File: src/rtl/prq_pkg.sv
// Shared types and constants for the priority ready queue scheduler.
// No dependencies; every other file refers to it by scoped names.
package prq_pkg;

    localparam int NUM_TASKS  = 16;
    localparam int NUM_LEVELS = 16;

    localparam int TASK_W  = $clog2(NUM_TASKS);
    localparam int LEVEL_W = $clog2(NUM_LEVELS);

    localparam int OPCODE_W  = 2;
    localparam int FIELD_W   = 8;
    localparam int CHOSEN_W  = 4;
    localparam int S_TDATA_W = 2 * FIELD_W;
    localparam int M_TDATA_W = 8;

    localparam logic [OPCODE_W-1:0] OP_ENQ  = 2'd0;
    localparam logic [OPCODE_W-1:0] OP_DEQ  = 2'd1;
    localparam logic [OPCODE_W-1:0] OP_PEEK = 2'd2;

    typedef struct packed {
        logic [OPCODE_W-1:0] opcode;
        logic [FIELD_W-1:0]  task_number;
        logic [FIELD_W-1:0]  level;
    } t_req;

    typedef struct packed {
        logic [CHOSEN_W-1:0] chosen_task;
        logic                found;
        logic                error;
    } t_rsp;

endpackage

File: src/rtl/prq_queue_state.sv
// Linked-list ready queues: per-level head, tail and non-empty flag, per-task link
// and queued flag. Depends on prq_pkg.
module prq_queue_state (
    input  logic          i_clk,
    input  logic          i_rst_n,
    input  logic          i_fire,
    input  prq_pkg::t_req i_req,
    output prq_pkg::t_rsp o_rsp
);

    logic [prq_pkg::TASK_W-1:0]  r_next  [prq_pkg::NUM_TASKS];
    logic [prq_pkg::TASK_W-1:0]  r_head  [prq_pkg::NUM_LEVELS];
    logic [prq_pkg::TASK_W-1:0]  r_tail  [prq_pkg::NUM_LEVELS];
    logic [prq_pkg::NUM_TASKS-1:0]  r_queued;
    logic [prq_pkg::NUM_LEVELS-1:0] r_nonempty;

    logic                         is_enq;
    logic                         is_deq;
    logic                         is_peek;
    logic                         id_ok;
    logic                         lv_ok;
    logic                         enq_ok;
    logic [prq_pkg::TASK_W-1:0]   id_idx;
    logic [prq_pkg::LEVEL_W-1:0]  lv_idx;
    logic [prq_pkg::LEVEL_W-1:0]  top_lvl;
    logic                         any_ready;
    logic [prq_pkg::LEVEL_W-1:0]  tail_addr;
    logic [prq_pkg::TASK_W-1:0]   tail_q;
    logic [prq_pkg::TASK_W-1:0]   head_id;
    logic [prq_pkg::TASK_W-1:0]   link_id;
    logic [prq_pkg::FIELD_W-1:0]  head_wide;
    logic                         deq_hit;

    assign is_enq  = (i_req.opcode == prq_pkg::OP_ENQ);
    assign is_deq  = (i_req.opcode == prq_pkg::OP_DEQ);
    assign is_peek = (i_req.opcode == prq_pkg::OP_PEEK);

    assign id_ok  = (i_req.task_number < prq_pkg::FIELD_W'(prq_pkg::NUM_TASKS));
    assign lv_ok  = (i_req.level < prq_pkg::FIELD_W'(prq_pkg::NUM_LEVELS));
    assign id_idx = i_req.task_number[prq_pkg::TASK_W-1:0];
    assign lv_idx = i_req.level[prq_pkg::LEVEL_W-1:0];
    assign enq_ok = is_enq && id_ok && lv_ok && !r_queued[id_idx];

    // Priority encoder: lowest-numbered non-empty level wins.
    always_comb begin
        top_lvl = '0;
        for (int l = prq_pkg::NUM_LEVELS - 1; l >= 0; l--) begin
            if (r_nonempty[l]) begin
                top_lvl = prq_pkg::LEVEL_W'(l);
            end
        end
    end
    assign any_ready = |r_nonempty;

    // One tail read port, shared between the enqueue and dequeue cases.
    assign tail_addr = is_enq ? lv_idx : top_lvl;
    assign tail_q    = r_tail[tail_addr];
    assign head_id   = r_head[top_lvl];
    assign link_id   = r_next[head_id];
    assign head_wide = prq_pkg::FIELD_W'(head_id);
    assign deq_hit   = is_deq && any_ready;

    always_comb begin
        o_rsp = '0;
        if (is_enq) begin
            o_rsp.error = !enq_ok;
        end else if ((is_deq || is_peek) && any_ready) begin
            o_rsp.found       = 1'b1;
            o_rsp.chosen_task = head_wide[prq_pkg::CHOSEN_W-1:0];
        end
    end

    always_ff @(posedge i_clk) begin
        if (!i_rst_n) begin
            r_queued   <= '0;
            r_nonempty <= '0;
        end else if (i_fire) begin
            if (enq_ok) begin
                r_queued[id_idx]   <= 1'b1;
                r_nonempty[lv_idx] <= 1'b1;
            end else if (deq_hit) begin
                r_queued[head_id] <= 1'b0;
                if (head_id == tail_q) begin
                    r_nonempty[top_lvl] <= 1'b0;
                end
            end
        end
    end

    // Links, heads and tails are only read while a live queue holds them.
    always_ff @(posedge i_clk) begin
        if (i_fire) begin
            if (enq_ok) begin
                if (r_nonempty[lv_idx]) begin
                    r_next[tail_q] <= id_idx;
                end else begin
                    r_head[lv_idx] <= id_idx;
                end
                r_tail[lv_idx] <= id_idx;
            end else if (deq_hit && (head_id != tail_q)) begin
                r_head[top_lvl] <= link_id;
            end
        end
    end

endmodule

File: src/rtl/priority_ready_queue_scheduler_unit.sv
// Top level of the multilevel priority ready queue scheduler.
// Depends on prq_pkg and prq_queue_state.
//
//  channel  | direction | tdata (low bit up)                | tuser
//  ---------+-----------+-----------------------------------+-------------
//  s (cmd)  | in        | task_number[7:0], level[15:8]     | opcode[1:0]
//  m (rsp)  | out       | chosen_task[3:0], found[4],       | none
//           |           | error[5], zero[7:6]               |
//
// Every command produces exactly one response beat, which passes through the
// input register and then the output register. A new command can be accepted
// every cycle while the output is not stalled; the queue state is updated as a
// command moves between the two registers, so the next command always sees it.
// Reset is synchronous and active low; it empties every level and clears both
// pipeline valid flags. A stall on the response side backs up into s_tready.
module priority_ready_queue_scheduler_unit (
    input  logic                          i_clk,
    input  logic                          i_rst_n,
    input  logic                          i_s_tvalid,
    output logic                          o_s_tready,
    input  logic [prq_pkg::S_TDATA_W-1:0] i_s_tdata,  // task_number, level
    input  logic [prq_pkg::OPCODE_W-1:0]  i_s_tuser,  // opcode
    output logic                          o_m_tvalid,
    input  logic                          i_m_tready,
    output logic [prq_pkg::M_TDATA_W-1:0] o_m_tdata   // chosen_task, found, error
);

    prq_pkg::t_req r_in;
    logic          r_in_valid;
    prq_pkg::t_rsp r_out;
    logic          r_out_valid;
    prq_pkg::t_rsp rsp;
    logic          advance;
    logic          fire;
    logic          s_accept;

    // The output register can take a new response when empty or draining.
    assign advance    = !r_out_valid || i_m_tready;
    assign fire       = r_in_valid && advance;
    assign o_s_tready = !r_in_valid || advance;
    assign s_accept   = i_s_tvalid && o_s_tready;

    always_ff @(posedge i_clk) begin
        if (!i_rst_n) begin
            r_in_valid <= 1'b0;
        end else if (s_accept) begin
            r_in_valid <= 1'b1;
        end else if (fire) begin
            r_in_valid <= 1'b0;
        end
    end

    always_ff @(posedge i_clk) begin
        if (s_accept) begin
            r_in.opcode      <= i_s_tuser;
            r_in.task_number <= i_s_tdata[prq_pkg::FIELD_W-1:0];
            r_in.level       <= i_s_tdata[prq_pkg::S_TDATA_W-1:prq_pkg::FIELD_W];
        end
    end

    prq_queue_state u_state (
        .i_clk   (i_clk),
        .i_rst_n (i_rst_n),
        .i_fire  (fire),
        .i_req   (r_in),
        .o_rsp   (rsp)
    );

    always_ff @(posedge i_clk) begin
        if (!i_rst_n) begin
            r_out_valid <= 1'b0;
        end else if (fire) begin
            r_out_valid <= 1'b1;
        end else if (i_m_tready) begin
            r_out_valid <= 1'b0;
        end
    end

    always_ff @(posedge i_clk) begin
        if (fire) begin
            r_out <= rsp;
        end
    end

    assign o_m_tvalid = r_out_valid;
    assign o_m_tdata  = {2'b00, r_out.error, r_out.found, r_out.chosen_task};

endmodule

File: config.mk
export PLATFORM = sky130hd
export DESIGN_NAME = priority_ready_queue_scheduler_unit
export DESIGN_NICKNAME = d
export VERILOG_FILES = /design/src/rtl/prq_pkg.sv /design/src/rtl/prq_queue_state.sv /design/src/rtl/priority_ready_queue_scheduler_unit.sv
export SDC_FILE = /design/constraint.sdc
export NUM_CORES = 1
export LEC_CHECK = 0
export BUFFER_PORTS_ARGS = -buffer_cell sky130_fd_sc_hd__buf_4
export CAP_MARGIN = 20
export CORE_MARGIN = 2
export CORE_UTILIZATION = 35
export CTS_BUF_LIST = sky130_fd_sc_hd__clkbuf_8
export CTS_CLUSTER_SIZE = 28
export DETAILED_ROUTE_END_ITERATION = 8
export MAX_ROUTING_LAYER = met4
export PLACE_DENSITY = 0.53
export SYNTH_ARGS = -nofsm -noshare
export SYNTH_HDL_FRONTEND = slang
export SYNTH_SLANG_ARGS = --single-unit
File: constraint.sdc
create_clock -name i_clk -period 4 [get_ports i_clk]
set_clock_uncertainty 0.1 [all_clocks]
set_input_delay 0.4 -clock i_clk [delete_from_list [all_inputs] [get_ports i_clk]]
set_output_delay 0.4 -clock i_clk [all_outputs]
set_load 0.05 [all_outputs]
==> impl_metrics.xml <==
<?xml version="1.0" encoding="UTF-8"?>
<metrics>
  <group name="outcome">
    <metric name="result_of_the_run" unit="">finished clean</metric>
  </group>
  <group name="setup_path">
    <metric name="crit_required" unit="ps">4210</metric>
    <metric name="regToRegEndpoint" unit="">u_state.r_head[5][3]$_DFFE_PP_</metric>
    <metric name="class_of_the_most_critical_setup_path" unit="">flip-flop to flip-flop</metric>
    <metric name="rr_worst_depth" unit="">15</metric>
    <metric name="end_kind" unit="">flip-flop</metric>
    <metric name="r2r_start" unit="">u_state.r_nonempty[9]$_SDFFE_PN0P_</metric>
    <metric name="start_kind" unit="">flip-flop</metric>
    <metric name="cp_max_fo" unit="">16</metric>
    <metric name="cp-startpoint" unit="">u_state.r_nonempty[9]$_SDFFE_PN0P_</metric>
    <metric name="crit_path_end" unit="">u_state.r_head[5][3]$_DFFE_PP_</metric>
    <metric name="worst_ep_arrival_time" unit="ps">4130</metric>
    <metric name="r2r_slack" unit="ps">80</metric>
  </group>
  <group name="detailed_routing">
    <metric name="drtPass1Iterations" unit="">5</metric>
    <metric name="postRouteWirelength" unit="um">32200</metric>
    <metric name="route.detailed.wl_per_inst" unit="um">20.7</metric>
    <metric name="route.vias.total" unit="">8213</metric>
    <metric name="ant_nets" unit="">0</metric>
    <metric name="drt-vias-per-instance" unit="">5.29</metric>
    <metric name="remaining_drc_errors" unit="">0</metric>
    <metric name="detailedRoute.firstIterationViolations" unit="">792</metric>
  </group>
  <group name="clock_tree">
    <metric name="cts_buffer_depth" unit="">3</metric>
    <metric name="cts.htree.levels" unit="">2</metric>
    <metric name="tritoncts" unit="">yes</metric>
    <metric name="clk_transition_reported_paths" unit="ps">60</metric>
    <metric name="clockRootBuffer" unit="">sky130_fd_sc_hd__clkbuf_8</metric>
    <metric name="clock_sink_count" unit="">250</metric>
    <metric name="cts_inserted_buffers" unit="">42</metric>
    <metric name="clock_insertion_delay_worst_skew" unit="ps">570</metric>
  </group>
  <group name="timing">
    <metric name="holdWs" unit="ps">78.0</metric>
    <metric name="slew_headroom" unit="%">29.7</metric>
    <metric name="fin_crit" unit="ps">3920</metric>
    <metric name="postLayoutSetupSlackWorst" unit="ps">80.5</metric>
    <metric name="max_freq" unit="GHz">0.255</metric>
    <metric name="finish_stage_setup_viols" unit="">0</metric>
    <metric name="hold_viol_final" unit="">0</metric>
    <metric name="worst_pin_slew" unit="ps">1050</metric>
    <metric name="maxSlewViolCount" unit="">0</metric>
    <metric name="rsz0062_at_grt" unit="">true</metric>
    <metric name="finalCritPeriodShare" unit="%">98.0</metric>
  </group>
  <group name="pwr">
    <metric name="static-leakage-power" unit="nW">5.17</metric>
    <metric name="peak_ir_drop_on_the_vdd_network" unit="V">0.000255</metric>
    <metric name="power.density_cell_area" unit="nW/um^2">378</metric>
    <metric name="total_power" unit="mW">5.43</metric>
  </group>
  <group name="global_routing">
    <metric name="global_route.overflow_total" unit="">0</metric>
    <metric name="grt_use_total" unit="%">19.8</metric>
    <metric name="antenna_found_initial" unit="">0</metric>
    <metric name="grt_start_max_net_pins" unit="">41</metric>
    <metric name="grt_first_pass_wirelength" unit="um">49200</metric>
    <metric name="via_count_of_the_first_global_routing_pass" unit="">8296</metric>
  </group>
  <group name="logic_synthesis">
    <metric name="seq_area_frac_synth" unit="%">62.9</metric>
    <metric name="most_repeated_cell_in_the_gate_level_netlist_after_synthesis" unit="">sky130_fd_sc_hd__edfxtp_1</metric>
    <metric name="synth.top_cell.area_share" unit="%">57.0</metric>
    <metric name="ys_async_sr_fraction" unit="%">0</metric>
    <metric name="synth.top_cells.by_area" unit="">sky130_fd_sc_hd__edfxtp_1, sky130_fd_sc_hd__dfxtp_1, sky130_fd_sc_hd__mux2i_1, sky130_fd_sc_hd__nand2_1, sky130_fd_sc_hd__nor2_1</metric>
    <metric name="mappedNetlistArea" unit="um^2">11400</metric>
    <metric name="synth_warnings" unit="">0</metric>
    <metric name="synthCells" unit="">892</metric>
    <metric name="synth_ff_type" unit="">sky130_fd_sc_hd__edfxtp_1</metric>
    <metric name="ys_top_cells_by_count" unit="">sky130_fd_sc_hd__edfxtp_1, sky130_fd_sc_hd__nand2_1, sky130_fd_sc_hd__nor2_1</metric>
    <metric name="synth-edff-count" unit="">216</metric>
    <metric name="yosysTopAreaCell" unit="">sky130_fd_sc_hd__edfxtp_1</metric>
    <metric name="yosys_register_bits" unit="">250</metric>
    <metric name="avgSynthCellArea" unit="um^2">12.8</metric>
    <metric name="number_of_distinct_standard_cells_referenced_by_the_synthesized_netlist" unit="">84</metric>
  </group>
  <group name="flow_run">
    <metric name="max_cap_violations" unit="">0</metric>
  </group>
  <group name="floorplanning">
    <metric name="pin_count" unit="">32</metric>
    <metric name="area_of_the_core" unit="um^2">32300</metric>
    <metric name="placement_rows" unit="">66</metric>
    <metric name="dieArea" unit="um^2">34000</metric>
    <metric name="start_util" unit="%">35.3</metric>
    <metric name="die_h" unit="um">184</metric>
    <metric name="die_w" unit="um">184</metric>
  </group>
  <group name="final_layout">
    <metric name="num-nets-final" unit="">1103</metric>
    <metric name="area_growth_syn_to_layout" unit="%">26.2</metric>
    <metric name="final_layout_size_suffix_gt1_share" unit="%">27.9</metric>
    <metric name="area_of_the_multi_input_gates" unit="um^2">4080</metric>
    <metric name="filler_cell_count" unit="">2933</metric>
    <metric name="postLayoutCoreUtil" unit="%">44.5</metric>
    <metric name="seqCellArea" unit="um^2">7170</metric>
    <metric name="antenna_cells" unit="">0</metric>
  </group>
  <group name="placed_design">
    <metric name="worst_case_setup_slack_after_placement" unit="ps">-178</metric>
    <metric name="gp_congestion" unit="">0.948</metric>
    <metric name="numPortBuffers" unit="">29</metric>
    <metric name="hpwl" unit="um">23000</metric>
  </group>
  <group name="worst_hold_path">
    <metric name="min_path_type" unit="">input pin to flip-flop</metric>
  </group>
</metrics>
[state kept, by name, indices dropped and copies added, names as in the netlist]
name	cells
o_m_tdata	6
o_m_tvalid	1
r_in	18
r_in_valid	1
u_state.r_head	64
u_state.r_next	64
u_state.r_nonempty	16
u_state.r_queued	16
u_state.r_tail	64
[layer usage]
layer / wire length (um) / up-vias / global-route usage (%)
li1: - / 3833 / -
met2: 15000 / 305 / 31.0
met3: 1900 / 68 / 3.22
met4: 835 / 0 / 6.14
met1: 14400 / 4007 / 26.5
met5: 0 / - / -
[logic make-up (layout without fill, tap and decap cells)]
group	Yosys count	in the layout	share of synthesized area (%)
AOI/OAI and AO/OA	191	191	12.5
xor gates and xnor gates	4	4	0.308
adders and majority gates	2	2	0.220
buffers and inverters	71	288	3.19
DFF	250	250	62.9
muxes	83	83	8.47
other	1	2	0.0329
and+or+nand+nor	290	290	12.3
[cell usage in the layout (no fill, tap or decap), drive strengths merged, types with 4 or more instances in the layout]
| master | Yosys | final |
|---|---|---|
| a211oi | 4 | 4 |
| a21o | 7 | 7 |
| a21oi | 32 | 32 |
| a221oi | 4 | 4 |
| a31oi | 20 | 20 |
| a41oi | 6 | 6 |
| and2 | 7 | 7 |
| and3 | 10 | 10 |
| buf | 25 | 169 |
| clkbuf | 22 | 46 |
| clkinv | 0 | 13 |
| dfxtp | 34 | 34 |
| dlygate4sd3 | 0 | 19 |
| edfxtp | 216 | 216 |
| inv | 24 | 38 |
| mux2 | 7 | 7 |
| mux2i | 66 | 66 |
| mux4 | 10 | 10 |
| nand2 | 82 | 82 |
| nand2b | 11 | 11 |
| nand3 | 24 | 24 |
| nand4 | 4 | 4 |
| nor2 | 82 | 82 |
| nor2b | 9 | 9 |
| nor3 | 21 | 21 |
| nor3b | 10 | 10 |
| nor4 | 12 | 12 |
| o211ai | 17 | 17 |
| o21ai | 38 | 38 |
| o221a | 5 | 5 |
| o22ai | 13 | 13 |
| o31ai | 6 | 6 |
| or2 | 4 | 4 |
| or4 | 4 | 4 |
| xnor2 | 4 | 4 |
[per-stage QoR]
stage	std cells	setup TNS, ps	instance area [um^2]
final	1552	0	14400
after detailed placement	1454	-6300	13100
after global routing	1552	-969	14400
after floorplan	893	0	11400
after global placement	1454	-4960	13100
after CTS	1548	0	14100
[where the power goes]
group          total (mW)  internal [mW]  leakage, nW  switching (mW)
logic               0.275          0.112         2.46           0.163
clock network        2.29           1.24        0.476            1.05
registers            2.86           2.85         2.23          0.0106
[layout make-up]
type / count / area share [%]
clock inverters: 30 / 1.52
inverters: 24 / 0.627
multi-input cells: 572 / 28.4
repair buffers: 189 / 11.4
flip-flops and latches: 250 / 49.9
well taps: 442 / 3.85
clock buffers: 45 / 4.31
[timing repair]
item / 4_1_cts / 5_1_grt
pin swaps: 1 / 10
hold endpoints to repair: 19 / 0
gates resized for setup: 9 / 43
setup buffers: 0 / 3
hold buffers: 19 / 0
endpoints found under the setup margin: 92 / 151
gates cloned: 0 / 1
[worst min path at each step]
stage / startpoint / to / slack [ps] / depth (start not counted)
final: i_m_tready / o_m_tvalid$_SDFFE_PN0P_ / 80 / 3
after global routing: i_m_tready / o_m_tvalid$_SDFFE_PN0P_ / 80 / 3
after CTS: i_m_tready / o_m_tvalid$_SDFFE_PN0P_ / 50 / 3
after detailed placement: r_in_valid$_SDFFE_PN0P_ / o_m_tvalid$_SDFFE_PN0P_ / 400 / 1
after global placement: u_state.r_queued[4]$_SDFFE_PN0P_ / u_state.r_queued[4]$_SDFFE_PN0P_ / 400 / 2
after floorplan: r_in_valid$_SDFFE_PN0P_ / o_m_tvalid$_SDFFE_PN0P_ / 380 / 1
[critical path, stage by stage, from the launching register on]
cell and delay, ps:
sky130_fd_sc_hd__dfxtp_2 360, sky130_fd_sc_hd__buf_4 140, sky130_fd_sc_hd__nor2_1 60, sky130_fd_sc_hd__o31a_1 350, sky130_fd_sc_hd__a211oi_2 240, sky130_fd_sc_hd__or2_1 150, sky130_fd_sc_hd__buf_6 140, sky130_fd_sc_hd__mux2_2 330
sky130_fd_sc_hd__o211ai_1 360, sky130_fd_sc_hd__a31oi_4 200, sky130_fd_sc_hd__xnor2_2 180, sky130_fd_sc_hd__o41a_1 500, sky130_fd_sc_hd__buf_6 190, sky130_fd_sc_hd__nor2_1 120, sky130_fd_sc_hd__a41oi_2 70, sky130_fd_sc_hd__buf_12 180
(Power assumes the default switching activity.)
